==> src/hdl/assert_macros.svh <==
// Assertion helpers for the frustum visibility block.
// Each macro takes a label, the clock, the active-low reset, an antecedent
// and a consequent.
`ifndef ASSERT_MACROS_SVH
`define ASSERT_MACROS_SVH
`ifndef SYNTHESIS
// Same-cycle implication
`define QFV_ASSERT_IMPLY(lbl, clk, rst_n, ante, cons) \
    lbl: assert property (@(posedge clk) disable iff (!rst_n) (ante) |-> (cons)) \
        else $error("qfv assertion failed");
// Next-cycle implication
`define QFV_ASSERT_NEXT(lbl, clk, rst_n, ante, cons) \
    lbl: assert property (@(posedge clk) disable iff (!rst_n) (ante) |=> (cons)) \
        else $error("qfv assertion failed");
`else
`define QFV_ASSERT_IMPLY(lbl, clk, rst_n, ante, cons)
`define QFV_ASSERT_NEXT(lbl, clk, rst_n, ante, cons)
`endif
`endif

==> src/hdl/qfv_pkg.sv <==
`timescale 1ns / 1ps

package qfv_pkg;

    // Defaults for the top-level parameters
    localparam int COORD_BITS_DEF  = 16;
    localparam int NUM_CORNERS_DEF = 4;

    // Plane register layout
    localparam int PLANE_COUNT = 6;
    localparam int CFG_IDX_W   = 3;
    localparam int CFG_DATA_W  = 64;
    localparam int NORM_W      = 16;
    // Q8.8 offset is aligned to the Q.22 product scale
    localparam int OFF_SHIFT   = 14;

    // Result codes
    typedef enum logic [1:0] {
        VIS_OUTSIDE = 2'd0,
        VIS_INSIDE  = 2'd1,
        VIS_PARTIAL = 2'd2
    } vis_t;

    // One unpacked plane
    typedef struct packed {
        logic signed [NORM_W-1:0] off;
        logic signed [NORM_W-1:0] nz;
        logic signed [NORM_W-1:0] ny;
        logic signed [NORM_W-1:0] nx;
    } plane_t;

    // Stage enables that travel down the pipeline together
    typedef struct packed {
        logic en;
    } pipe_ctl_t;

    function automatic plane_t unpack_plane(input logic [CFG_DATA_W-1:0] raw);
        plane_t p;
        p.nx  = raw[15:0];
        p.ny  = raw[31:16];
        p.nz  = raw[47:32];
        p.off = raw[63:48];
        return p;
    endfunction

endpackage

==> src/hdl/qfv_classify.sv <==
`timescale 1ns / 1ps

// Stage 4: combine plane tests per corner and classify the quad.
module qfv_classify #(
    parameter int NUM_CORNERS = qfv_pkg::NUM_CORNERS_DEF
) (
    input  logic                                          clk,
    input  qfv_pkg::pipe_ctl_t                            ctl,
    // bit c*PLANE_COUNT+p: corner c passes plane p
    input  logic [NUM_CORNERS*qfv_pkg::PLANE_COUNT-1:0]   plane_ok,
    output qfv_pkg::vis_t                                 vis
);

    logic [NUM_CORNERS-1:0] corner_in;
    qfv_pkg::vis_t          vis_reg, vis_next;

    // A corner is inside when every plane agrees
    always_comb
    begin
        for (int c = 0; c < NUM_CORNERS; c++)
        begin
            corner_in[c] = &plane_ok[c*qfv_pkg::PLANE_COUNT +: qfv_pkg::PLANE_COUNT];
        end
    end

    always_comb
    begin
        priority if (&corner_in)
            vis_next = qfv_pkg::VIS_INSIDE;
        else if (corner_in == '0)
            vis_next = qfv_pkg::VIS_OUTSIDE;
        else
            vis_next = qfv_pkg::VIS_PARTIAL;
    end

    always_ff @(posedge clk)
    begin
        if (ctl.en)
        begin
            vis_reg <= vis_next;
        end
    end

    assign vis = vis_reg;

endmodule

==> config.mk <==
export PLATFORM = sky130hd
export DESIGN_NAME = qfv_classify
export DESIGN_NICKNAME = d
export VERILOG_FILES = /design/src/hdl/assert_macros.svh /design/src/hdl/qfv_pkg.sv /design/src/hdl/qfv_classify.sv
export SDC_FILE = /design/constraint.sdc
export NUM_CORES = 1
export LEC_CHECK = 0
export ABC_AREA = 0
export ABC_CLOCK_PERIOD_IN_PS = 800
export BUFFER_PORTS_ARGS = -buffer_cell sky130_fd_sc_hd__buf_2
export CAP_MARGIN = 15
export CORE_AREA = 2 2 39 41
export CTS_BUF_LIST = sky130_fd_sc_hd__clkbuf_16
export DETAILED_ROUTE_END_ITERATION = 7
export DIE_AREA = 0 0 41 43
export HOLD_SLACK_MARGIN = 0.05
export PLACE_DENSITY = 0.4
export SETUP_SLACK_MARGIN = 0.15
export SLEW_MARGIN = 20
export SYNTH_ARGS = -nofsm -noshare
export SYNTH_HDL_FRONTEND = slang
export SYNTH_SLANG_ARGS = --single-unit
==> constraint.sdc <==
create_clock -name clk -period 0.8 [get_ports clk]
set_input_delay 0.04 -clock clk [delete_from_list [all_inputs] [get_ports clk]]
set_output_delay 0.04 -clock clk [all_outputs]
set_load 0.02 [all_outputs]
Yosys cells after proc, flatten, opt, wreduce, memory -nomap -nowiden
Cells that the tools add are included.
{"block": "word_totals", "ff_bits": 2, "input_bits": 26, "word_cells": 8}
{"block": "classes", "mux": 1, "reduce_logical": 6}
{"operator": "24-bit AND reduction", "n": 1}
{"operator": "6-bit AND reduction", "n": 4}
{"operator": "4-bit logical NOT", "n": 1}
{"operator": "2-bit two-way mux", "n": 1}

Logic depth before layout (Yosys ltp)
{"block": "logic_depth", "depth_word": 3, "depth_mapped": 4, "depth_no_buf": 4}

Worst setup path before layout
OpenSTA, ideal clock, no wires.
{"block": "synth_timing", "path_type": "input-to-reg", "start": "input plane_ok[16] (netlist bit)", "end": "register vis_reg[1], in the netlist vis[1], data pin", "t_arrival_ps": 465, "setup_ps": 260, "n_path_buf": 0, "required_ps": 540, "path_slack_ps": 75, "cell_stages": 4, "path_cell_list": "nand4_1 -> nor2_1 -> and4_1 -> nor2_1"}
{"block": "synth_between", "elab_chain_len": 3}
{"item": "start: declaration", "line_no": "qfv_classify.sv:10", "source": "input logic [NUM_CORNERS*qfv_pkg::PLANE_COUNT-1:0] plane_ok,"}
{"item": "6-bit AND reduction", "line_no": "qfv_classify.sv:22", "source": "corner_in[c] = &plane_ok[c*qfv_pkg::PLANE_COUNT +: qfv_pkg::PLANE_COUNT];"}
{"item": "4-bit logical NOT", "line_no": "qfv_classify.sv:30", "source": "else if (corner_in == '0)"}
{"item": "2-bit two-way mux", "line_no": "qfv_classify.sv:30"}
{"item": "end signal: assignment", "line_no": "qfv_classify.sv:40", "source": "vis_reg <= vis_next;"}
{"item": "end: declaration", "line_no": "qfv_classify.sv:15", "source": "qfv_pkg::vis_t vis_reg, vis_next;"}
Several ways; a longest one is shown, not always the timed one.
A chain may end at the register's enable or synchronous reset.

Worst setup path after layout
{"block": "layout_timing", "start": "register vis_reg[0], in the netlist vis[0]", "end": "output vis[0]"}
{"item": "end: declaration", "line_no": "qfv_classify.sv:11", "source": "output qfv_pkg::vis_t vis"}
No word-level cell between the ends.

==> flow_summary.ini <==
[logic_synthesis]
yosys.area_share.xor_xnor = 0
syn_nets = 43
synth.distinct_cells = 6
async_flop_share = 0
avgSynthCellArea_um2 = 7.88
ys_top_cells_by_area = edfxtp_1 (45%), nand4_1 (19%), nor2_1 (14%), nand2_1 (11%), and4_1 (6.5%)
synth_fa_ha_area_frac = 0
yosys.area.top_type_share = 0.449
yosys.cell_count.top_type = nor2_1
ys_seq_area_frac = 0.449
muxShareOfSynthArea = 0
synth-edff-count = 2
ys.flop_type = edfxtp_1
synth_seq_cells = 2
yosys_warnings = 0
synth_compound_area_frac = 0
synth_cells = 17
yosys.area_share.simple = 0.551
synth.top_cells.by_count = nor2_1 (5), nand2_1 (4), nand4_1 (4), edfxtp_1 (2)
netlist_area_um2 = 134
synth_top_family_by_area = simple AND/OR/NAND/NOR gates
yosysTopAreaCell = edfxtp_1

[floorplan]
fp.dieW_um = 41
die_y_um = 43
initial_core_util = 0.0967
coreArea_um2 = 1380
num_rows = 14
ios = 28
die_area_um2 = 1760

[sta]
fin_crit_ns = 0.770
setup_violations = 0
rsz0062_at_grt = true
slew_headroom = 0.876
fin_hold_ws_ns = 0.0472
finalHoldViolations = 0
fmax_ghz = 1.30
slew_violations = 0
tightest_slew_ns = 0.185
fin_crit_sh = 0.962

[critical_path]
arrival_ns = 0.73
critPathLaunchType = flop
path_max_fanout = 1
worstSetupPathType = reg -> out
path_cells = buf_6
end_kind = output pin
worst_path_dominant_cell_family = flip-flops
cp.depth = 1
cp.required_ns = 0.76
crit_buf_inv = 1
cpMaxStageDelayCell = edfxtp_1
max_stage_delay_ns = 0.37

[place]
dp.cells = 60
io_buffer_count = 27
place_area_um2 = 289
routabilityCongestion = 0.651

[worst_hold_path]
min_path_type = in -> reg
holdPathStages = 1

[finish]
largest_register_ffs = 2
design_area_um2 = 427
drive_above_1_share = 0.755
fin_util = 0.308
synthToLayoutAreaGrowth_pct = 219
fin_cells = 65
diodes = 0
nets = 77

[status]
outcome = finished, final reports clean

[detailed_routing]
wl_um = 701
num_vias = 268
drc = 0
ant_nets = 0
drt_first_pass_iters = 3
wl_per_cell_um = 10.8
viasPerCell = 4.12
drt_iter0_drc = 1

[run]
cap_violations = 0

[clocking]
clock_path_buffers = 2
cts_sinks = 2
root_buffer = clkbuf_16
cts_buffers = 3
cts_tree = done
cts.clk_slew.worst_paths_ns = 0.03
htreeDepth = 1

[global_routing]
grt_pass1_vias = 229
grt_max_degree = 3
antenna_found_initial = 0
grt_overflow = 0
grt_use_total = 0.0853
grt_pass1_wl_um = 841

[power_and_ir_drop]
power_leakage_nw = 0.208
peakVddDrop_mv = 0.498
power_density_nw_per_um2 = 2320
-- metrics by stage --
| stage | total power, W | TNS [ns] | setup slack (ns) |
|---|---|---|---|
| finish | 0.000988 | 0 | 0.0301 |
| global placement | 0.000211 | -0.0961 | -0.0961 |
| detailed placement | 0.000212 | -0.0961 | -0.0961 |
| global route | 0.00101 | 0 | 0.00219 |
| floorplan | 0.000144 | 0 | 0.0770 |
| CTS | 0.000979 | 0 | 0.0177 |
-- cell families (layout without fill, tap and decap cells) --
logic type,count (synthesis),in the layout
simple gates,15,15
flops,2,2
buf+inv,0,32
-- layout by cell type, fill, tap and decap left out --
master and count:
and4_1 1, nor2_2 4, nor4_2 1, nor2_1 1, nand2_1 4, buf_2 22, clkbuf_16 3, nand4_1 4
buf_6 5, edfxtp_1 2, buf_4 2
-- report_power, final --
group,leakage [nW],total [W],internal (W),switching (W)
clock network,0.0370,0.000754,0.000636,0.000118
registers,0.0190,0.000125,0.000123,0.00000255
logic,0.152,0.000108,0.0000697,0.0000387
total,0.208,0.000988,0.000829,0.000160
-- repair_timing --
| item | in CTS | in global routing |
|---|---|---|
| setup buffers | 1 | 1 |
| cloned | 0 | 0 |
| resized for setup | 0 | 12 |
| pin swaps | 4 | 6 |
| endpoints found under the setup margin | 3 | 4 |
| hold endpoints to repair | 2 | 1 |
-- final timing paths --
check                 startpoint  endpoint  slack (ns)
worst max-delay path      vis[0]    vis[0]        0.03
worst min-delay path         ctl    vis[1]        0.05
-- area by class of cell --
class,count,area [um2]
flip-flops and latches,2,60.1
clock buffers,3,75.1
multi-input cells,15,90.1
well taps,16,20.0
repair buffers,29,181
fillers,153,957
-- per-layer routing --
layer	GRT usage	wire [um]	vias to the layer above
met5	0	0	-
met4	0.0800	26	0
met1	0.0801	225	104
li1	-	-	130
met3	0.0942	172	3
met2	0.0938	277	31
(Power assumes the default switching activity.)
